<file path="config.mk">
export PLATFORM = sky130hd
export DESIGN_NAME = scrd_div_cell
export DESIGN_NICKNAME = d
export VERILOG_FILES = /design/src/rtl/scrd_pkg.sv /design/src/rtl/scrd_div_cell.sv
export SDC_FILE = /design/constraint.sdc
export NUM_CORES = 1
export LEC_CHECK = 0
export BUFFER_PORTS_ARGS = -buffer_cell sky130_fd_sc_hd__buf_2
export CORE_MARGIN = 1
export CORE_UTILIZATION = 26
export DETAILED_ROUTE_END_ITERATION = 12
export GPL_TIMING_DRIVEN = 1
export PLACE_DENSITY = 0.54
export SETUP_SLACK_MARGIN = 0.1
export SYNTH_ARGS = -nofsm -noshare
export SYNTH_HDL_FRONTEND = slang
export SYNTH_SLANG_ARGS = --single-unit
</file>
<file path="constraint.sdc">
create_clock -name clk_i -period 1.2 [get_ports clk_i]
set_input_delay 0 -clock clk_i [delete_from_list [all_inputs] [get_ports clk_i]]
set_output_delay 0 -clock clk_i [all_outputs]
set_load 0.05 [all_outputs]
</file>
<file path="src/rtl/scrd_pkg.sv">
package scrd_pkg;

  localparam int unsigned ANGLE_ITERATIONS_DEF = 16;
  localparam int unsigned MAX_RESOLUTION_DEF   = 4096;

  localparam int unsigned CX_W = 34;
  localparam int unsigned CZ_W = 26;
  localparam int unsigned ANG_W = 25;
  localparam int unsigned SC_W = 20;
  localparam int unsigned OUT_W = 19;
  localparam int unsigned NUM_W = 58;

  localparam logic [ANG_W-1:0] DEG360 = 25'd23592960;
  localparam logic [ANG_W-1:0] DEG180 = 25'd11796480;
  localparam logic signed [ANG_W-1:0] SDEG180 = 25'sd11796480;
  localparam logic signed [ANG_W-1:0] SDEG90  = 25'sd5898240;
  localparam logic signed [CX_W-1:0] CORDIC_GAIN = 34'sd652032874;

  localparam logic [2:0] CFG_HRES  = 3'd0;
  localparam logic [2:0] CFG_VRES  = 3'd1;
  localparam logic [2:0] CFG_PIX   = 3'd2;
  localparam logic [2:0] CFG_AZMAX = 3'd3;
  localparam logic [2:0] CFG_ELMAX = 3'd4;
  localparam logic [2:0] CFG_RIGHT = 3'd5;
  localparam logic [2:0] CFG_UP    = 3'd6;
  localparam logic [2:0] CFG_BACK  = 3'd7;

  typedef struct packed {
    logic                   vld;
    logic                   flip;
    logic signed [CX_W-1:0] x;
    logic signed [CX_W-1:0] y;
    logic signed [CZ_W-1:0] z;
  } rot_t;

  function automatic logic signed [CZ_W-1:0] atan_deg(input int unsigned idx);
    logic signed [CZ_W-1:0] v;
    case (idx)
      0:  v = 26'sd2949120;
      1:  v = 26'sd1740967;
      2:  v = 26'sd919879;
      3:  v = 26'sd466945;
      4:  v = 26'sd234379;
      5:  v = 26'sd117304;
      6:  v = 26'sd58666;
      7:  v = 26'sd29335;
      8:  v = 26'sd14668;
      9:  v = 26'sd7334;
      10: v = 26'sd3667;
      11: v = 26'sd1833;
      12: v = 26'sd917;
      13: v = 26'sd458;
      14: v = 26'sd229;
      15: v = 26'sd115;
      16: v = 26'sd57;
      17: v = 26'sd29;
      18: v = 26'sd14;
      19: v = 26'sd7;
      20: v = 26'sd4;
      21: v = 26'sd2;
      22: v = 26'sd1;
      default: v = 26'sd0;
    endcase
    return v;
  endfunction

endpackage

</file>
<file path="src/rtl/scrd_div_cell.sv">
module scrd_div_cell #(
  parameter int unsigned D_W = 37
) (
  input  logic                           clk_i,
  input  logic                           rst_ni,
  input  logic                           en_i,
  input  logic                           vld_i,
  input  logic                           neg_i,
  input  logic [D_W-1:0]                 dv_i,
  input  logic [D_W-1:0]                 rem_i,
  input  logic [scrd_pkg::NUM_W-1:0]     num_i,
  input  logic [scrd_pkg::ANG_W-1:0]     m_i,
  output logic                           vld_o,
  output logic                           neg_o,
  output logic [D_W-1:0]                 dv_o,
  output logic [D_W-1:0]                 rem_o,
  output logic [scrd_pkg::NUM_W-1:0]     num_o,
  output logic [scrd_pkg::ANG_W-1:0]     m_o
);

  logic [D_W:0]                 r2;
  logic [D_W:0]                 rs;
  logic                         ge;
  logic [scrd_pkg::ANG_W:0]     m2;
  logic [D_W-1:0]               rem_d;
  logic [scrd_pkg::ANG_W-1:0]   m_d;

  always_comb begin
    r2    = {rem_i, num_i[scrd_pkg::NUM_W-1]};
    ge    = r2 >= {1'b0, dv_i};
    rs    = ge ? (r2 - {1'b0, dv_i}) : r2;
    rem_d = rs[D_W-1:0];
    m2    = {m_i, ge};
    if (m2 >= {1'b0, scrd_pkg::DEG360}) begin
      m2 = m2 - {1'b0, scrd_pkg::DEG360};
    end
    m_d = m2[scrd_pkg::ANG_W-1:0];
  end

  always_ff @(posedge clk_i or negedge rst_ni) begin
    if (!rst_ni) begin
      vld_o <= 1'b0;
    end else if (en_i) begin
      vld_o <= vld_i;
    end
  end

  always_ff @(posedge clk_i) begin
    if (en_i) begin
      neg_o <= neg_i;
      dv_o  <= dv_i;
      rem_o <= rem_d;
      num_o <= {num_i[scrd_pkg::NUM_W-2:0], 1'b0};
      m_o   <= m_d;
    end
  end

endmodule

</file>
**Word level (Yosys, flattened, before mapping)**

Index checks and enable logic that the tools add are counted.

- Word-level logic and storage cells: 12
- Flip-flop bits (word level): 158
- Output and inout bits: 159
- Input port bits: 162

- Mux-type cells: 2
- Add/sub/neg operators: 2
- $lt $le $gt $ge: 2

Operators by type and width:

| cell | count |
|---|---|
| $ge A38 B37 Y1 | 1 |
| $mux W37 | 1 |
| $sub A37 B37 Y37 | 1 |
| $ge A26 B25 Y1 const B | 1 |
| $mux W25 | 1 |
| $sub A25 B25 Y25 const B | 1 |

**Depth between registers and ports, before layout**

Gate-level depths: netlist of the first run.

- Depth in word-level cells: 3
- Depth in mapped cells: 15
- Depth with buffers taken out: 12

**Worst setup path after synthesis of the first run**

Ideal clock, no wire load.

- Path type: in2reg
- Start: in num_i[57] (netlist name)
- End: reg rem_o[3] (data pin)
- Arrival: 2.543 ns
- Slack: -1.604 ns
- Stages on the path: 13
- Required time: 0.940 ns
- Library setup time: 0.260 ns
- Path through: inv_1 -> ha_1 -> fa_1 -> nor2b_1 -> o31a_1 -> nor3_2 -> o21ai_2 -> a2111oi_4 -> o41a_4 -> o221a_1 -> buf_6 -> buf_6 -> mux2_4

- Longest elaborated chain between the ends: 2
- Elaborated cells between the ends (all ways): 3
- Classes of those cells: add/sub: 1; order compare: 1; mux: 1

RTL lines:

| what | line | RTL |
|---|---|---|
| start: declaration | scrd_div_cell.sv:11 | `input logic [scrd_pkg::NUM_W-1:0] num_i,` |
| $sub A37 B37 Y37 or $ge A38 B37 Y1 (tied branches) | scrd_div_cell.sv:31, scrd_div_cell.sv:30 |  |
| $mux W37 (*) | scrd_div_cell.sv:31 | `rs = ge ? (r2 - {1'b0, dv_i}) : r2;` |
| net rs[3] | scrd_div_cell.sv:22 | `logic [D_W:0] rs;` |
| end signal: assignment | scrd_div_cell.sv:52 | `rem_o <= rem_d;` |
| end: declaration | scrd_div_cell.sv:16 | `output logic [D_W-1:0] rem_o,` |

Mark *: on every way through the listed nets, which the timed path passes. The rest lies on a longest branch.
A chain may end at the register's enable or synchronous reset.

**Final worst setup path of the first run**

- Start: in dv_i[8]
- End: reg rem_o[30] (data pin)

- Longest elaborated chain between the ends: 2
- Elaborated cells between the ends (all ways): 3
- Classes of those cells: add/sub: 1; order compare: 1; mux: 1

RTL lines:

| what | line | RTL |
|---|---|---|
| start: declaration | scrd_div_cell.sv:9 | `input logic [D_W-1:0] dv_i,` |
| $ge A38 B37 Y1 | scrd_div_cell.sv:30 | `ge = r2 >= {1'b0, dv_i};` |
| net ge | scrd_div_cell.sv:23 | `logic ge;` |
| $mux W37 | scrd_div_cell.sv:31 |  |
| net rs[30] | scrd_div_cell.sv:22 |  |

The timed path passes the listed nets, and every way through them passes these cells.

==> results of run 1 <==
==> repair_timing <==
action | CTS | global route
resized for setup | 83 | 77
pin swaps | 23 | 23
endpoints found under the hold margin | 174 | 0
endpoints found under the setup margin | 47 | 42
cloned | 3 | 1
hold buffers | 162 | 0
buffers inserted | 9 | 4
==> Yosys cell counts, drive strengths merged, types with 2 or more instances <==
| cell type | n | share of area [%] |
|---|---|---|
| a31oi | 3 | 0.25 |
| a211oi | 5 | 0.50 |
| buf | 7 | 0.75 |
| nor2b | 8 | 0.66 |
| clkbuf | 12 | 0.60 |
| a21boi | 2 | 0.20 |
| o21ai | 53 | 3.6 |
| a21oi | 40 | 2.7 |
| nand2 | 58 | 2.9 |
| o21bai | 6 | 0.60 |
| o211ai | 4 | 0.40 |
| nand3 | 5 | 0.33 |
| mux2 | 4 | 0.70 |
| or4 | 2 | 0.20 |
| o31a | 3 | 0.35 |
| nor4 | 4 | 0.42 |
| xor2 | 13 | 1.5 |
| or3 | 2 | 0.17 |
| nor2 | 32 | 1.6 |
| o21a | 9 | 0.90 |
| nand2b | 3 | 0.25 |
| o31ai | 8 | 0.80 |
| xnor2 | 17 | 2.0 |
| a21o | 9 | 0.90 |
| edfxtp | 157 | 63 |
| o41ai | 2 | 0.23 |
| nand4 | 10 | 0.83 |
| and3 | 2 | 0.17 |
| inv | 56 | 2.8 |
| ha | 38 | 6.3 |
| nor3 | 8 | 0.60 |
| mux2i | 2 | 0.27 |
==> critical path: cells and delay by family <==
family          cells  cell delay [ns]
compound gates      5             1.13
fa+ha+maj           1             0.29
buf+inv             3             0.32
simple gates        2             0.41
mux                 1             0.29
==> stage by stage <==
| step | cell area [um2] | setup slack [ns] | util, % | hold WS (ns) | std cells |
|---|---|---|---|---|---|
| 2_1_floorplan | 7567 | -1.454 | - | -0.2956 | 604 |
| 3_3_place_gp | 10720 | -1.747 | 38.05 | -0.2253 | 1430 |
| 3_5_place_dp | 10720 | -1.830 | 38.05 | -0.2162 | 1430 |
| 4_1_cts | 13410 | -1.134 | 47.62 | 0.04103 | 1636 |
| 5_1_grt | 13740 | -1.144 | 48.77 | 0.04853 | 1641 |
| 6_report | 13740 | -1.053 | 48.77 | 0.06232 | 1641 |
==> how the worst max path moves through the flow <==
stage / endpoint / cells after the start / startpoint / slack, ns
2_1_floorplan: rem_o[3] / 13 / num_i[57] / -1.45
3_3_place_gp: rem_o[20] / 14 / num_i[57] / -1.75
3_5_place_dp: rem_o[16] / 14 / num_i[57] / -1.83
4_1_cts: rem_o[30] / 13 / num_i[57] / -1.13
5_1_grt: rem_o[33] / 13 / dv_i[2] / -1.14
6_report: rem_o[30] / 12 / dv_i[8] / -1.05
==> metal layers <==
layer	vias up	global-route usage, %	routed length (um)
li1	3531	-	-
met1	3301	19.16	10610
met2	225	32.66	14170
met3	36	3.754	1592
met4	0	6.618	653
met5	-	0	0
==> registers in the layout, indices dropped and copies added (netlist names) <==
name and cells:
neg_o 1, num_o 57, vld_o 1, dv_o 37, rem_o 37, m_o 25
==> power by group through the flow <==
stage | combinational [mW] | sequential (mW) | clock (mW)
CTS | 5.85 | 6.87 | 6.26
global placement | 5.06 | 6.98 | 0
finish | 6.02 | 6.87 | 6.11
detailed placement | 5.09 | 6.98 | 0
floorplan | 1.26 | 8.91 | 0
global route | 6.40 | 6.92 | 6.41
==> area by class of cell <==
cell class,instances,area (um2),area share [%]
multi-input combinational,372,2974,21.65
antenna,1,2.502,0.01822
inverter,56,227.7,1.658
clock inverter,14,222.7,1.621
sequential,158,4740,34.51
timing repair buffer,644,4667,33.98
clock buffer,18,429.2,3.124
tap,378,473.0,3.443
==> kinds of logic after synthesis <==
group                      after synthesis  synth area share (%)
AOI/OAI and AO/OA                      156                 13.20
xor gates and xnor gates                30                 3.491
adders and majority gates               39                 6.583
buffers and inverters                   75                 4.139
DFF                                    158                 62.97
muxes                                    6                0.9641
other                                    1               0.04982
and+or+nand+nor                        139                 8.610
==> reports/qor.csv, run 1 <==
metric,value,unit
outcome,"complete, but fails checks",
violations,negative setup slack,
synthFlopType,edfxtp_1,
drc,0,
yosysWarnings,0,
path_clk_slew,0.08,ns
postRouteAntennaNets,0,
grt_use_total,17.48,%
die_x,172.2,um
overflow,0,
grt_pass1_wl,38200,um
cp-start-kind,input port,
area_growth,82.48,%
max_freq,0.4438,GHz
yosysSeqAreaShare,62.97,%
p_seq_share,36.2,%
clock_path_buffers,2,
skew,0,ns
netlist_area,0.007527,mm2
ys_ff_latch,158,
reg2reg_from,vld_o,
tightest_slew,0.7027,ns
crit_fanout,6,
min_to,m_o[22],
grt_pass1_vias,7186,
worstHoldStart,m_i[20],
rr_worst_depth,1,
synth_area_per_cell,12.46,um2
period_needed,2.253,ns
num_rows,61,
grt_antenna_before_repair,1,
holdCritPathClass,in -> reg,
cpMaxStageDelayCell,o41a_4,
wl_per_cell,16.47,um
clock_sinks,158,
cts_root_buf,clkbuf_16,
path_class,in -> reg,
port_buffers,319,
drive_gt1_share,47.54,%
slew_viol_final,0,
tns,-37.39,ns
end_kind,flop,
cp_data_arrival_time,2.45,ns
cts_buffers,17,
drtPass1Iterations,4,
regToRegSetupSlack,0.44,ns
setup-violations-final,38,
slowest_delay,0.41,ns
grt_max_degree,32,
clock_latency,0.43,ns
final_cell_mix,"buf_2, dlygate4sd3_1, buf_4",
cts_tree,built,
vdd_ir_drop_max,0.0006581,V
place_hpwl,19410,um
vias_per_cell,4.322,
p_per_area,1383,mW/mm2
dieArea,0.02964,mm2
synthCells,604,
slew_headroom,53.16,%
vias,7093,
internal_power,12.58,mW
async_flop_share,0.6329,%
fillers,2576,
routed_wl,27030,um
gp_routability_congestion,0.7956,
power,19.00,mW
floorplan.initialDensity,26.73,%
io_pins,321,
whs_path_depth,3,
grt_setup_unrepaired,yes,
required,1.39,ns
regToRegEndpoint,vld_o,
final_common_cell,buf_2,
nNetsFinal,1450,
netlist-cell-type-count,60,
synth_edf_count,157,
cts-htree-levels,4,
drt_iter0_drc,413,
p_comb_share,31.7,%
power_leakage,6.143,nW
netSwitchingFraction,33.79,%
p_clk_share,32.1,%
drv_cap,0,
finalWorstSetupSlack,-1.053,ns
synth_fp_nets,805,
p_switching,6.419,mW
crit_chain,buf_2 > inv_1 > ha_4 > and4_4 > and3_4 > o21ai_1 > o21ai_2 > a2111oi_4 > o41a_4 > o221a_4 > inv_4 > mux2_4,
fin_crit_sh,187.8,%
hold_viol,0,
core_area,0.02816,mm2
die_y,172.2,um
Power figures use the tool's default switching activity.
==> run 2, diff against run 1 <==
- MAX_ROUTING_LAYER: default -> met4
==> run 2 against run 1 <==
Compared with the run above: the run still ends with negative setup slack left; combinational power grew 2%; die area is the same; hold slack gained 0.026 ns; final cell count grew 0.73%; non-clock buffer count grew 14; register-to-register slack gained 0.03 ns; final area grew 1.1%; worst setup slack lost 0.068 ns; critical path type unchanged; highest routed layer unchanged.
==> reports/qor.csv, run 2 (synthesis gave the netlist of run 1 again) <==
metric,value,unit
cpMaxStageDelayCell,or4_1,
crit_fanout,2,
grt_antenna_before_repair,0,
dieArea,0.02964,mm2
die_x,172.2,um
p_per_area,1364,mW/mm2
largest_reg_flops,57,
violations,negative setup slack,
overflow,0,
regToRegEndpoint,vld_o,
place_hpwl,19570,um
largestRegisters,"num_o: 57 flops, dv_o: 37 flops, rem_o: 37 flops",
grt_setup_unrepaired,yes,
hold_viol,0,
tns,-38.65,ns
place_inst,1442,
floorplan.initialDensity,26.73,%
path_class,in -> reg,
port_buffers,319,
final_common_cell,buf_2,
setup-violations-final,38,
slowest_delay,0.47,ns
diodes,0,
tightest_slew,0.8023,ns
crit_chain,buf_6 > inv_1 > ha_1 > nor2b_1 > o31a_1 > nor4_2 > nor2_1 > a221oi_2 > buf_4 > o31a_1 > nor2_1 > or4_1 > a32o_1,
max_freq,0.4307,GHz
num_rows,61,
path_clk_slew,0.07,ns
drt_iter0_drc,350,
worstHoldStart,m_i[19],
multiInputGateArea,0.002977,mm2
whs_path_depth,4,
grt_pass1_wl,38630,um
clock_path_buffers,2,
holdCritPathClass,in -> reg,
slew_headroom,46.51,%
cp-start-kind,input port,
end_kind,flop,
cts_root_buf,clkbuf_16,
cts-htree-levels,4,
grt_pass1_vias,7335,
design_area,0.01389,mm2
rr_worst_depth,1,
period_needed,2.322,ns
reg2reg_from,vld_o,
drv_cap,0,
grt_use_total,18.22,%
fin_crit_sh,193.5,%
gp_routability_congestion,0.8114,
outcome,"complete, but fails checks",
min_to,m_o[20],
routed_wl,26990,um
fillers,2501,
vias_per_cell,4.363,
slew_viol_final,0,
vias,7212,
skew,0,ns
regMostFlops,num_o,
area_growth,84.57,%
drive_gt1_share,49.02,%
clock_latency,0.43,ns
power_leakage,6.238,nW
cts_tree,built,
vdd_ir_drop_max,0.0007553,V
drtPass1Iterations,4,
nNetsFinal,1463,
core_area,0.02816,mm2
finalWorstSetupSlack,-1.122,ns
grt_max_degree,45,
clock_sinks,158,
fin_cells,1653,
final_cell_mix,"buf_2, dlygate4sd3_1, buf_4",
cp_data_arrival_time,2.51,ns
required,1.39,ns
die_y,172.2,um
regToRegSetupSlack,0.47,ns
cts_buffers,17,
wl_per_cell,16.33,um
io_pins,321,
postRouteAntennaNets,0,
hold_ws,0.08857,ns
dpl_cell_area,0.01082,mm2
drc,0,
register_area,0.004740,mm2
## run 2: cell types whose count changed in the layout (fill, tap and decap cells not counted), sizes merged
cell / previous run / this run
buf: 481 / 494
diode: 1 / 0
clkinv: 3 / 5
bufinv: 4 / 3
o221a: 2 / 1
## run 2: area by class of cell
class,count,area share (%)
Multi-Input combinational cell,371,21.42
Timing Repair Buffer,658,34.91
Inverter,56,1.639
Clock inverter,15,1.450
Sequential cell,158,34.11
Clock buffer,17,3.062
Tap cell,378,3.404
## run 2: worst max-delay path: cells and delay by family
family,cells,cell delay (ns)
simple gates,5,1.08
compound gates,4,0.88
buf+inv,3,0.27
fa+ha+maj,1,0.29
## run 2: how the worst max path moves through the flow
stage,start,end,cells past startpoint
final,dv_i[1],rem_o[33],13
after global routing,dv_i[1],rem_o[33],13
after CTS,num_i[57],rem_o[34],15
after detailed placement,num_i[57],rem_o[25],14
after global placement,num_i[57],rem_o[10],14
after floorplan,num_i[57],rem_o[3],13
## run 2: repair_timing
action,in CTS,in global routing
resized for setup,111,74
setup buffers,7,9
gates cloned,4,0
hold buffers,162,0
endpoints found under the hold margin,166,0
setup endpoints to repair,44,45
pin swaps,37,26
## run 2: through the flow
step	utilization [%]	setup WS [ns]	total power [mW]
detailed placement	38.41	-1.786	12.12
global placement	38.41	-1.725	12.08
floorplan	-	-1.454	10.17
global route	49.33	-1.241	19.71
finish	49.33	-1.122	18.95
CTS	48.19	-1.188	18.91
## run 2: per-layer routing
metal | share of wire [%] | GRT usage (%) | vias to the layer above
met5 | 0 | - | -
met4 | 2.1 | 6.233 | 0
met3 | 5.2 | 3.502 | 28
met2 | 54 | 34.27 | 221
met1 | 39 | 18.78 | 3419
li1 | - | - | 3544
## run 2: report_power, final
part | internal, mW | total, mW | switching, mW | leakage, nW
registers | 6.72 | 6.88 | 0.155 | 1.55
logic | 2.37 | 6.14 | 3.77 | 4.38
clock network | 3.36 | 5.94 | 2.58 | 0.309
