## config.mk

```make
export PLATFORM = sky130hd
export DESIGN_NAME = scrd_cordic_cell
export DESIGN_NICKNAME = d
export VERILOG_FILES = /design/src/rtl/scrd_pkg.sv /design/src/rtl/scrd_cordic_cell.sv
export SDC_FILE = /design/constraint.sdc
export NUM_CORES = 1
export LEC_CHECK = 0
export CAP_MARGIN = 20
export CORE_MARGIN = 3
export CORE_UTILIZATION = 45
export CTS_BUF_LIST = sky130_fd_sc_hd__clkbuf_16
export DETAILED_ROUTE_END_ITERATION = 16
export DONT_BUFFER_PORTS = 1
export GPL_TIMING_DRIVEN = 0
export SLEW_MARGIN = 20
export SYNTH_ARGS = -nofsm -noshare
export SYNTH_HDL_FRONTEND = slang
export SYNTH_SLANG_ARGS = --single-unit
```

## constraint.sdc

```tcl
create_clock -name clk_i -period 0.9 [get_ports clk_i]
set_input_delay 0.045 -clock clk_i [delete_from_list [all_inputs] [get_ports clk_i]]
set_output_delay 0.045 -clock clk_i [all_outputs]
set_load 0.1 [all_outputs]
```

## src/rtl/scrd_pkg.sv

```systemverilog
package scrd_pkg;

  localparam int unsigned ANGLE_ITERATIONS_DEF = 16;
  localparam int unsigned MAX_RESOLUTION_DEF   = 4096;

  localparam int unsigned CX_W = 34;
  localparam int unsigned CZ_W = 26;
  localparam int unsigned ANG_W = 25;
  localparam int unsigned SC_W = 20;
  localparam int unsigned OUT_W = 19;
  localparam int unsigned NUM_W = 58;

  localparam logic [ANG_W-1:0] DEG360 = 25'd23592960;
  localparam logic [ANG_W-1:0] DEG180 = 25'd11796480;
  localparam logic signed [ANG_W-1:0] SDEG180 = 25'sd11796480;
  localparam logic signed [ANG_W-1:0] SDEG90  = 25'sd5898240;
  localparam logic signed [CX_W-1:0] CORDIC_GAIN = 34'sd652032874;

  localparam logic [2:0] CFG_HRES  = 3'd0;
  localparam logic [2:0] CFG_VRES  = 3'd1;
  localparam logic [2:0] CFG_PIX   = 3'd2;
  localparam logic [2:0] CFG_AZMAX = 3'd3;
  localparam logic [2:0] CFG_ELMAX = 3'd4;
  localparam logic [2:0] CFG_RIGHT = 3'd5;
  localparam logic [2:0] CFG_UP    = 3'd6;
  localparam logic [2:0] CFG_BACK  = 3'd7;

  typedef struct packed {
    logic                   vld;
    logic                   flip;
    logic signed [CX_W-1:0] x;
    logic signed [CX_W-1:0] y;
    logic signed [CZ_W-1:0] z;
  } rot_t;

  function automatic logic signed [CZ_W-1:0] atan_deg(input int unsigned idx);
    logic signed [CZ_W-1:0] v;
    case (idx)
      0:  v = 26'sd2949120;
      1:  v = 26'sd1740967;
      2:  v = 26'sd919879;
      3:  v = 26'sd466945;
      4:  v = 26'sd234379;
      5:  v = 26'sd117304;
      6:  v = 26'sd58666;
      7:  v = 26'sd29335;
      8:  v = 26'sd14668;
      9:  v = 26'sd7334;
      10: v = 26'sd3667;
      11: v = 26'sd1833;
      12: v = 26'sd917;
      13: v = 26'sd458;
      14: v = 26'sd229;
      15: v = 26'sd115;
      16: v = 26'sd57;
      17: v = 26'sd29;
      18: v = 26'sd14;
      19: v = 26'sd7;
      20: v = 26'sd4;
      21: v = 26'sd2;
      22: v = 26'sd1;
      default: v = 26'sd0;
    endcase
    return v;
  endfunction

endpackage

```

## src/rtl/scrd_cordic_cell.sv

```systemverilog
module scrd_cordic_cell #(
  parameter int unsigned IDX = 0
) (
  input  logic            clk_i,
  input  logic            rst_ni,
  input  logic            en_i,
  input  scrd_pkg::rot_t  rot_i,
  output scrd_pkg::rot_t  rot_o
);

  scrd_pkg::rot_t                   rot_d;
  logic signed [scrd_pkg::CZ_W-1:0] atn;

  always_comb begin
    atn   = scrd_pkg::atan_deg(IDX);
    rot_d = rot_i;
    if (rot_i.z >= 0) begin
      rot_d.x = rot_i.x - (rot_i.y >>> IDX);
      rot_d.y = rot_i.y + (rot_i.x >>> IDX);
      rot_d.z = rot_i.z - atn;
    end else begin
      rot_d.x = rot_i.x + (rot_i.y >>> IDX);
      rot_d.y = rot_i.y - (rot_i.x >>> IDX);
      rot_d.z = rot_i.z + atn;
    end
  end

  always_ff @(posedge clk_i or negedge rst_ni) begin
    if (!rst_ni) begin
      rot_o <= '0;
    end else if (en_i) begin
      rot_o <= rot_d;
    end
  end

endmodule

```

# Word level (Yosys, flattened, before mapping)

Cells that the tools add are included.

Register bits: 96
Input port bits: 99
Output and inout bits: 96

$add $sub $neg: 5
$lt $le $gt $ge: 1
Muxes and demuxes: 1

Operator list:

| operator                 | count |
|---|---|
| $mux W94                 | 1 |
| $sub A34 B34 Y34         | 2 |
| $add A34 B34 Y34         | 1 |
| $add A26 B23 Y26 const B | 1 |
| $ge A26 B1 Y1 const B    | 1 |
| $sub A26 B23 Y26 const B | 1 |

# Depth between registers and ports, before layout

Gate-level depths: netlist (run 1).

Word-level depth: 2
Mapped depth: 18
Depth with buffers taken out: 16

# Worst setup path before layout (run 1)

No wires, ideal clock.

Path kind: in2reg
Start point: input port rot_i[25] (netlist name)
End point: register rot_o[25] (netlist name)
Setup time: 0.137 ns
Data arrival time: 3.190 ns
Required time: 0.763 ns
Slack: -2.427 ns
Stages on the path: 17
Path through: inv_1 > ha_1 > nor4b_1 > nand4_1 > o21ai_1 > clkbuf_1 > buf_1 > ha_1 > a21o_1 > a21oi_1 > o21ai_0 > a21oi_1 > o21bai_1 > a211o_1 > a21oi_1 > xor2_1 > a21oi_1

Word-level cells in the longest chain between the ends: 2

RTL lines:

| what                                     | line                   | source |
|---|---|---|
| start, declared                          | scrd_cordic_cell.sv:7  | `input scrd_pkg::rot_t rot_i,` |
| $add A26 B23 Y26 (tied with other cells) | scrd_cordic_cell.sv:24 | `rot_d.z = rot_i.z + atn;` |
| $mux W94 (*)                             | scrd_cordic_cell.sv:17 | `if (rot_i.z >= 0) begin` |
| end signal, assigned                     | scrd_cordic_cell.sv:32 | `rot_o <= rot_d;` |
| end, declared                            | scrd_cordic_cell.sv:8  | `output scrd_pkg::rot_t rot_o` |

Every way passes the cells marked *; elsewhere a longest branch is shown, timed or not.
A chain may end at the register's enable or synchronous reset.

# Worst setup path after layout (run 1)

Start point: input port rot_i[25] (netlist name)
End point: register rot_o[24] (netlist name)

Word-level cells in the longest chain between the ends: 2

RTL lines:

| what          | line |
|---|---|
| $ge A26 B1 Y1 | scrd_cordic_cell.sv:17 |
| $mux W94      | scrd_cordic_cell.sv:17 |

No other way between the ends.

==> impl_results.md, run 1 <==
- Clk Latency, worst-skew pair: 0.36 ns
- Initial Util: 0.465
- Die height: 155 um
- 1st-iter DRT viols: 1157
- Final-report hold violation count: 96
- GR Overflow Total: 0
- Synth Area in Simple Gates: 0.163
- R2r startpoint: rot_o[59]
- Min cycle time layout: 2.89 ns
- Multi-input logic area: 0.00917 mm^2
- Lkg Pwr: 6.16 nW
- CTS tree: done
- Max Freq: 346 MHz
- FF+latch area: 0.00273 mm^2
- Routed WL per cell: 26.6 um
- HP Class: input port to async pin
- Vias per std cell: 6.48
- Critical Path Start: rot_i[25]
- Synth unique cells: 75
- Fin crit share: 3.22
- Initial antenna violation count: 0
- Most flops, register: rot_o
- Async SR Flop Fraction: 1.00
- Vias in the first global route: 10917
- Clock slew at reported path FFs: 0.07 ns
- Mux contribution to synthesized area: 0.0509
- Fin nets: 1650
- Register area share after synthesis: 0.239
- CP startpoint kind: input port
- Yosys top cell area share: 0.239
- Crit Path Class: input port to register
- Largest net degree at the start of global routing: 96
- Routability Congestion: 1.02
- Clock sink total: 95
- Placeable core area: 0.0214 mm^2
- Top post-synthesis cells by count: a21oi_1, nor2_1, ha_1, inv_1, dfrtp_1
- Area leader, netlist: dfrtp_1
- Avg Inst Size Synth: 7.80 um^2
- R2R depth: 2
- Gr usage total: 0.359
- Reg2reg end: rot_o[59]
- Global-route wire length before repair: 66.2 mm
- CTS root buf: clkbuf_16
- Share of layout cells above drive strength 1: 0.465
- Mapped Area: 0.00994 mm^2
- Count of maximum capacitance violations: 0
- Critical path endpoint category: register
- CP max FO: 5
- Dpl hpwl: 31.3 mm
- Layout area overhead: 55.5%
- Xor/xnor share of the synthesized area: 0.0573
- Critical path data arrival time: 3.11 ns
- Max reg flops: 95
- Most used flip-flop cell after synthesis: dfrtp_1
- Post-route ant nets: 0
- Pre-antenna DRT Iters: 6
- CTS Buf Count: 9
- Final WL: 45.8 mm
- Die X: 155 um
- VDD IR max: 0.00106 V
- Power Density: 1700 mW/mm^2
- Synth Warn #: 0
- Post-Synthesis Net Count: 1485
- Biggest registers after layout: rot_o x95
- Compound-Gate Fraction of Synth Area: 0.272
- CTS HTree Levels: 3
- Final Non-Filler Cells: 1719
- Vias: 11138
- PortBufs: 0
- Clock Tree Buf Depth: 2
- Placed cell count: 1549
- # rows: 53
- RSZ-0062 raised after global routing: true
- Post-CTS Hold Buffers: 21
- Worst EP required: 1.12 ns
- Main combinational cell family by area after synthesis: compound AO/OA/AOI/OAI gates
- Post-synthesis cell count: 1274
- Setup WS post-layout: -1.99 ns
- Worst slew pin tran: 0.716 ns
- Synth Area in Adders: 0.144
- Most frequent cell after synthesis: a21oi_1
- Slew HR: 0.519
- Slew Viols, Final: 0
- Residual DRC: 0
- Worst hold margin: -0.624 ns
- Leading cell types by total area after synthesis: dfrtp_1, ha_1, a21oi_1
- Skew final: 0 ns
- # fillers: 1584
- Synthesized flop and latch total: 95
- Failing checks: negative hold slack, negative setup slack
- IO Count: 195
- Final Setup Violations: 191
- Status: finished with violations
- Post-synth EDFFs: 0
- FF-to-FF setup slack: -0.38 ns
- Ant diodes: 0
- Full die area: 0.0239 mm^2
## logic make-up (layout without fill, tap and decap cells)
group / count (synthesis) / after routing
xor gates and xnor gates: 65 / 65
and+or+nand+nor: 341 / 341
buffers and inverters: 181 / 351
DFF: 95 / 95
muxes: 46 / 46
AOI/OAI and AO/OA: 434 / 434
adders and majority gates: 112 / 112
## cells in the final DEF, fill, tap and decap left out, types with 19 or more instances in the layout
master	count
a21oi_1	124
a21oi_2	37
buf_4	84
buf_6	45
clkbuf_16	20
dfrtp_4	95
dlygate4sd3_1	21
ha_1	74
ha_4	31
inv_1	76
mux2_4	22
nand2_1	41
nand3_1	19
nor2_1	125
o21ai_0	27
o21ai_1	19
o21ai_2	28
o21bai_1	20
xnor2_1	42
xnor2_2	19
## metal layers
| layer | global-route usage | routed length [um] |
|---|---|---|
| met1 | 0.468 | 18400 |
| met2 | 0.583 | 20900 |
| met3 | 0.0876 | 4430 |
| met4 | 0.122 | 1970 |
| met5 | 0 | 0 |
## how the worst max path moves through the flow
stage / cells after the start / end
6_report: 19 / rot_o[24]
3_5_place_dp: 15 / rot_o[25]
4_1_cts: 19 / rot_o[24]
5_1_grt: 19 / rot_o[24]
2_1_floorplan: 17 / rot_o[25]
3_3_place_gp: 15 / rot_o[25]
## stage by stage
stage          power, mW  worst slack (ns)  cell area (um^2)  utilization  TNS, ns
2_1_floorplan       17.0             -1.75             11300            -   -79.69
3_3_place_gp        18.9             -2.67             11600        0.543  -154.46
3_5_place_dp        19.0             -2.69             11600        0.543  -155.43
4_1_cts             25.1             -1.61             14400        0.677   -94.65
5_1_grt             27.1             -2.05             15500        0.724  -130.70
6_report            26.3             -1.99             15500        0.724  -126.48
## power by group
part	switching, mW	total (mW)	internal (mW)
Combinational	5.27	9.68	4.41
Sequential	6.98	12.6	5.59
Clock	2.08	4.05	1.97
## layout make-up
cell class,count,share of cell area
Sequential cell,95,0.177
Timing Repair Buffer,161,0.106
Clock buffer,9,0.0146
Clock inverter,7,0.00478
Tap cell,275,0.0223
Multi-Input combinational cell,998,0.593
Inverter,114,0.0371
Buffer,60,0.0454
## what timing repair did
action,in CTS,in global routing
cloned,8,1
pin swaps,163,125
setup buffers,96,38
gates resized for setup,346,152
endpoints found under the hold margin,118,95
endpoints found under the setup margin,191,191
## critical path, cell delays in order
cell       delay (ns)
clkinv_16        0.03
ha_4             0.12
nor4b_4          0.19
nand4_1          0.29
o21ai_4          0.34
buf_12           0.16
inv_6            0.04
clkbuf_16        0.13
buf_12           0.13
fa_2             0.39
nor2b_1          0.25
o21ai_2          0.13
a21boi_2         0.25
o21ai_1          0.09
nand2b_1         0.12
a21o_1           0.15
a21oi_2          0.06
xnor2_1          0.13
a21oi_1          0.08
No activity file was read; power rests on OpenSTA's default activity.
==> run 2, diff against run 1 <==
- ABC_AREA: unset -> 1
==> run 2 against run 1 <==
The flow still finishes with violations (negative hold slack, negative setup slack); cell count increased by 37%; non-clock buffer count down 38; sequential share of layout area is 1.9 points lower; combinational power up 15%; hold slack improved by 0.017 ns; utilization down 1.6 points; maximum frequency rose by 25%; first-iteration DRC count increased by 27%; die area up 13%; clock-buffer cell count unchanged; final area grew 12%; critical path type unchanged; critical endpoint is now rot_o[22].
==> impl_results.md, run 2 <==
- Status: finished with violations
- Failing checks: negative hold slack, negative setup slack
- Clock slew at reported path FFs: 0.06 ns
- PortBufs: 0
- Initial Util: 0.460
- Combinational power share: 0.425
- Synth unique cells: 40
- Yosys top cell area share: 0.215
- Dpl cell area: 0.0135 mm^2
- Post-synth EDFFs: 0
- Synthesized flop and latch total: 95
- Share of layout cells above drive strength 1: 0.420
- RSZ-0062 raised after global routing: true
- Switching power: 14.0 mW
- Worst slew pin tran: 1.02 ns
- Synth Warn #: 0
- Critical path endpoint category: register
- Vias per std cell: 5.76
- Fin crit share: 2.57
- Worst hold margin: -0.607 ns
- Final WL: 51.5 mm
- Post-CTS Hold Buffers: 20
- Top Layer Used: met4
- # fillers: 2026
- 1st-iter DRT viols: 1474
- CP startpoint kind: input port
- Vias in the first global route: 13323
- Max Freq: 432 MHz
- CTS root buf: clkbuf_16
- Critical path data arrival time: 2.53 ns
- # rows: 57
- Leading cell types by total area after synthesis: nand2_1, dfrtp_1, ha_1
- Full die area: 0.0269 mm^2
- Setup_tns: -74.77 ns
- Vias: 13545
- Top post-synthesis cells by count: nand2_1, inv_1, nor2_1, nand3_1, a21oi_1
- Clock sink total: 95
- Lkg Pwr: 7.87 nW
- Post-synthesis cell count: 1893
- Initial antenna violation count: 0
- P_int: 12.0 mW
- Routed WL per cell: 21.9 um
- Slew Viols, Final: 0
- Final-report hold violation count: 95
- Most flops, register: rot_o
- Area leader, netlist: nand2_1
- Most common cell after layout, fill and taps aside: nand2_1
- Most frequent cell after synthesis: nand2_1
- Total Power: 26.0 mW
- Gr usage total: 0.364
- Largest net degree at the start of global routing: 96
- Sequential share of power: 0.420
- Register area share after synthesis: 0.211
- Dpl ws: -2.06 ns
- Placed cell count: 2217
- Count of maximum capacitance violations: 0
- Crit Path Class: input port to register
- Avg Inst Size Synth: 5.94 um^2
- Final Non-Filler Cells: 2351
- Fin nets: 2234
- Core Util, Final: 0.708
- Global-route wire length before repair: 74.7 mm
- CTS tree: done
- Clock Tree Buf Depth: 2
- Mapped Area: 0.0112 mm^2
- Ant diodes: 0
- Post-route cell area: 0.0173 mm^2
- IO Count: 195
- Met3 WL: 5.75 mm
- Slew HR: 0.317
- Dpl hpwl: 39.2 mm
- GR Overflow Total: 0
- CTS Buf Count: 9
- Post-route ant nets: 0
- CP max FO: 4
- Met2 wire length: 22.8 mm
- Clk Latency, worst-skew pair: 0.34 ns
- Post-Synthesis Net Count: 2104
- Final Setup Violations: 176
- Async SR Flop Fraction: 1.00
- CTS HTree Levels: 3
- Residual DRC: 0
- Clock share of power: 0.155
- Die height: 164 um
- Skew final: 0 ns
- HP Class: input port to async pin
- Sw frac: 0.539
- Met1 Wirelength: 21.2 mm
- Biggest registers after layout: rot_o x95
- Max reg flops: 95
- Pre-antenna DRT Iters: 6
- Layout area overhead: 54.0%
- Die X: 164 um
- Setup WS post-layout: -1.41 ns
- VDD IR max: 0.00124 V
- Most used flip-flop cell after synthesis: dfrtp_1
- Power Density: 1500 mW/mm^2
- Routability Congestion: 1.02
- Placeable core area: 0.0245 mm^2
- Most frequent cells in the layout: nand2_1, inv_1, nand2_2
- Min cycle time layout: 2.31 ns
- Worst EP required: 1.11 ns
run 2: cell types whose count changed after synthesis, moves of 19 or more:
| cell | previous run | this run |
|---|---|---|
| a21oi_1 | 178 | 136 |
| clkbuf_1 | 36 | 17 |
| inv_1 | 107 | 267 |
| mux2_2 | 36 | 0 |
| nand2_1 | 57 | 645 |
| nand3_1 | 23 | 151 |
| nor2_1 | 144 | 168 |
| o21ai_0 | 76 | 102 |
| xnor2_1 | 61 | 2 |
| xor2_1 | 4 | 38 |
run 2: power groups by stage:
stage / sequential [mW] / clock [mW] / combinational (mW)
4_1_cts: 10.9 / 4.05 / 9.73
6_report: 10.9 / 4.03 / 11.1
3_3_place_gp: 10.6 / 0 / 7.93
2_1_floorplan: 10.4 / 0 / 5.99
5_1_grt: 11.0 / 4.23 / 11.7
3_5_place_dp: 10.6 / 0 / 8.02
run 2: layout make-up:
class	count	area, um^2	share of cell area
well taps	324	405	0.0234
inverters	270	1180	0.0683
flip-flops and latches	95	2730	0.158
clock buffers	9	225	0.0130
repair buffers	124	1330	0.0767
multi-input cells	1464	10600	0.613
plain buffers	59	739	0.0427
clock inverters	6	85.1	0.00491
run 2: critical path: stages:
cell and delay, ns:
nor2_2 0.10, nand2_2 0.08, nor3_4 0.25, nand3_1 0.10
nand3b_1 0.21, nand2_2 0.16, inv_2 0.06, buf_8 0.12
buf_12 0.13, ha_4 0.30, inv_4 0.06, o21ai_4 0.19
a21oi_4 0.10, nor2_1 0.14, o21ai_1 0.09, nand2_1 0.08
xor2_1 0.21, o21ai_1 0.08
run 2: cell families (layout without fill, tap and decap cells):
family,Yosys count,after routing,share of synthesized area
adder cells (fa/ha/maj),112,112,0.127
AO/OA/AOI/OAI,293,293,0.140
flip-flops,95,95,0.211
buffers and inverters,334,468,0.122
XOR/XNOR,40,40,0.0311
AND/OR/NAND/NOR,1019,1019,0.369
run 2: per-layer routing:
| metal | global-route usage | vias up |
|---|---|---|
| li1 | - | 6252 |
| met1 | 0.506 | 6421 |
| met2 | 0.576 | 754 |
| met3 | 0.0631 | 118 |
| met4 | 0.111 | 0 |
| met5 | 0 | - |
run 2: worst paths after layout:
| check | slack [ns] | start | end | cells past startpoint |
|---|---|---|---|---|
| hold / removal | -0.61 | rst_ni | rot_o[22] | 0 |
| min in group clk_i | 0.06 | rot_i[21] | rot_o[21] | 4 |
| max in group asynchronous | 1.30 | rst_ni | rot_o[59] | 0 |
| setup / recovery | -1.41 | rot_i[15] | rot_o[22] | 18 |
| setup reg to reg | -0.21 | rot_o[75] | rot_o[75] | 2 |
| hold reg to reg | 0.78 | rot_o[3] | rot_o[3] | 2 |
run 2: timing repair:
item                                    in CTS  in global routing
endpoints found under the hold margin      116                 95
gates cloned                                 6                  1
endpoints found under the setup margin     191                191
pin swaps                                  103                126
setup buffers                               65                 36
resized for setup                          426                220
==> run 3, diff against run 2 <==
- ABC_AREA: 1 -> unset
- BUFFER_PORTS_ARGS: unset -> -buffer_cell sky130_fd_sc_hd__clkbuf_2
- DONT_BUFFER_PORTS: 1 -> unset
- PLACE_DENSITY: unset -> 0.7
- SLEW_MARGIN: 20 -> unset
==> run 3 against run 2 <==
The run now fails in global routing; synthesized cell count decreased by 33%; area after synthesis down 12%.
==> impl_results.md, run 3 <==
- Synthesized flop and latch total: 95
- Placed cell count: 1743
- Area leader, netlist: dfrtp_1
- Die height: 155 um
- Initial antenna violation count: 6
- Async SR Flop Fraction: 1.00
- Synth Warn #: 0
- Avg Inst Size Synth: 7.80 um^2
- Post-synthesis cell count: 1274
- Post-synth EDFFs: 0
- Most frequent cell after synthesis: a21oi_1
- Initial Util: 0.465
- Routability Congestion: 1.08
- Error message: [ERROR GRT-0232] Routing congestion too high. Check the congestion heatmap in the GUI.
- Dpl hpwl: 32.1 mm
- # rows: 53
- Leading cell types by total area after synthesis: dfrtp_1, ha_1, a21oi_1
- Synth unique cells: 75
- Clock sink total: 95
- Largest net degree at the start of global routing: 50
- CTS root buf: clkbuf_16
- Post-Synthesis Net Count: 1485
- CTS Buf Count: 9
- Mapped Area: 0.00994 mm^2
- Gr usage total: 0.763
- Die X: 155 um
- PortBufs: 193
- GR Overflow Total: 6
- IO Count: 195
- Status: did not finish
- Clock Tree Buf Depth: 2
- Top post-synthesis cells by count: a21oi_1, nor2_1, ha_1, inv_1, dfrtp_1
- Stopping stage: global routing
- CTS HTree Levels: 3
- Register area share after synthesis: 0.239
- Yosys top cell area share: 0.239
- WEP type: sequential cell input
- GRT worst endpoint: rot_o[25]$_DFFE_PN0P_/D
- Most used flip-flop cell after synthesis: dfrtp_1
[run 3: repair_timing]
item,CTS
pin swaps,197
gates cloned,7
resized for setup,639
buffers inserted,130
hold buffers,18
setup endpoints to repair,191
hold endpoints to repair,66
[run 3: layer usage]
layer | GRT usage | overflow
met1 | 0.745 | 0
met2 | 0.893 | 3
met3 | 0.674 | 0
met4 | 0.752 | 2
met5 | 0.393 | 1
[run 3: per-stage QoR]
step	setup WS, ns	cell area, um^2	hold WS, ns	util
floorplan	-1.75	11300	-0.251	-
global placement	-2.73	12600	0.282	0.588
detailed placement	-2.79	12600	0.172	0.590
CTS	-1.72	17900	-0.213	0.836
[run 3: logic make-up after synthesis]
family,Yosys count,share of synthesized area
AO/OA/AOI/OAI,434,0.272
buffers and inverters,181,0.0732
adder cells (fa/ha/maj),112,0.144
multiplexers,46,0.0509
XOR/XNOR,65,0.0573
flip-flops,95,0.239
AND/OR/NAND/NOR,341,0.163
==> run 4, diff against run 3 <==
- CORE_UTILIZATION: 45 -> 30
- CTS_BUF_LIST: sky130_fd_sc_hd__clkbuf_16 -> unset
- PLACE_DENSITY: 0.7 -> unset
- PLACE_DENSITY_LB_ADDON: unset -> 0.15
- clock period: 0.9 -> 1.17 ns (I/O delays scaled with it)
==> run 4 against run 3 <==
The flow now finishes, with violations (negative setup slack).
==> impl_results.md, run 4 (same netlist as run 1, synthesis figures left out) <==
- Max reg flops: 95
- Ant diodes: 0
- Worst EP required: 1.39 ns
- Routed WL per cell: 22.9 um
- Clock slew at reported path FFs: 0.07 ns
- Core Util, Final: 0.534
- Crit-path slowest cell: o21ai_4
- Status: finished with violations
- Fin nets: 1882
- Skew final: 0 ns
- Critical path's top delay family: compound AO/OA/AOI/OAI gates
- Most frequent cells in the layout: buf_4, nor2_1, a21oi_1
- CTS HTree Levels: 3
- Switching power: 11.4 mW
- Largest net degree at the start of global routing: 51
- Setup WS post-layout: -1.51 ns
- Worst hold margin: 0.0237 ns
- Clock Tree Buf Depth: 2
- Sequential share of power: 0.200
- 1st-iter DRT viols: 715
- Gr usage total: 0.258
- Post-route ant nets: 0
- Initial antenna violation count: 0
- Dpl ws: -2.60 ns
- HP Class: input port to register
- P_int: 10.2 mW
- # rows: 66
- Most common cell after layout, fill and taps aside: buf_4
- CTS root buf: clkbuf_16
- CP max FO: 3
- Slew HR: 0.566
- Sw frac: 0.528
- CTS Buf Count: 9
- Placeable core area: 0.0326 mm^2
- Pre-antenna DRT Iters: 7
- Fin crit share: 2.29
- VDD IR max: 0.00102 V
- Most flops, register: rot_o
- Critical Path Max Stage Delay: 0.31 ns
- Vias per std cell: 5.41
- Global-route wire length before repair: 70.4 mm
- Critical path data arrival time: 2.89 ns
- Crit Path Class: input port to register
- RSZ-0062 raised after global routing: true
- Min cycle time layout: 2.68 ns
- Share of layout cells above drive strength 1: 0.520
- Vias: 11463
- Failing checks: negative setup slack
- Residual DRC: 0
- Die X: 188 um
- Biggest registers after layout: rot_o x95
- Full die area: 0.0353 mm^2
- CP startpoint kind: input port
- Slew Viols, Final: 0
- Worst slew pin tran: 0.651 ns
- Final-report hold violation count: 0
- Vias in the first global route: 11441
- Die height: 188 um
- Final WL: 48.5 mm
- Count of maximum capacitance violations: 0
- Lkg Pwr: 7.37 nW
- Combinational power share: 0.657
- Dpl hpwl: 35.5 mm
- CP bufs+invs: 4
- Initial Util: 0.305
- GR Overflow Total: 0
- Power Density: 1240 mW/mm^2
- Critical path endpoint category: register
- Max Freq: 374 MHz
- IO Count: 195
- CP cell instances: clkbuf_16 > inv_12 > ha_4 > nor4b_4 > nand4_1 > o21ai_4 > clkbuf_16 > buf_12 > ha_4 > a21o_1 > a21oi_4 > o21ai_2 > a21oi_2 > o21bai_1 > a211o_1 > a21oi_2 > xor2_2 > a21oi_1
- Routability Congestion: 0.943
- PortBufs: 193
- Final Setup Violations: 75
- # fillers: 2995
- Layout area overhead: 75.3%
- CTS tree: done
- Clk Latency, worst-skew pair: 0.35 ns
- Clock sink total: 95
- Clock share of power: 0.143
run 4: final cells by class:
cell class,count,area [um^2],share of cell area
clock inverters,3,46.3,0.00266
well taps,442,553,0.0317
repair buffers,391,3450,0.198
plain buffers,62,717,0.0412
clock buffers,13,240,0.0138
flip-flops and latches,95,2400,0.138
inverters,114,557,0.0320
multi-input cells,998,9460,0.543
run 4: worst paths after layout:
| path | from | to | slack [ns] | cells after the start |
|---|---|---|---|---|
| max in group asynchronous | rst_ni | rot_o[0] | 0.17 | 3 |
| setup / recovery | rot_i[25] | rot_o[25] | -1.51 | 18 |
| hold reg to reg | rot_o[17] | rot_o[17] | 0.49 | 2 |
| setup reg to reg | rot_o[59] | rot_o[59] | 0.19 | 2 |
| hold / removal | rot_i[0] | rot_o[0] | 0.02 | 2 |
| min in group asynchronous | rst_ni | rot_o[92] | 0.28 | 2 |
run 4: through the flow:
step	std cells	setup TNS (ns)	area [um^2]	total power, mW
2_1_floorplan	1274	-58.04	11100	12.9
3_3_place_gp	1909	-275.22	12600	15.5
3_5_place_dp	1910	-144.82	12600	15.6
4_1_cts	2051	-69.93	16000	20.6
5_1_grt	2118	-79.70	17400	22.5
6_report	2118	-75.61	17400	21.6
run 4: layer usage:
layer | vias up | GRT usage | wire length, um
met4 | 0 | 0.0811 | 1590
met2 | 465 | 0.423 | 22300
met5 | - | 0 | 0
li1 | 5333 | - | -
met1 | 5589 | 0.347 | 21300
met3 | 76 | 0.0432 | 3300
run 4: timing repair:
action / in CTS / in global routing
setup buffers: 113 / 74
gates resized for setup: 434 / 216
pin swaps: 164 / 154
hold endpoints to repair: 60 / 0
cloned: 2 / 4
hold buffers: 16 / 0
endpoints found under the setup margin: 191 / 81
run 4: power by group through the flow:
| stage | logic [mW] | clock network, mW | registers, mW |
|---|---|---|---|
| final | 14.2 | 3.09 | 4.33 |
| after floorplan | 3.97 | 0 | 8.94 |
| after detailed placement | 11.2 | 0 | 4.38 |
| after CTS | 13.2 | 3.15 | 4.32 |
| after global placement | 11.2 | 0 | 4.35 |
| after global routing | 14.8 | 3.27 | 4.42 |
run 4: worst reg2reg max path, stage by stage (launching register included):
cell	delay, ns
dfrtp_1	0.39
o2bb2ai_1	0.12
or3_1	0.36
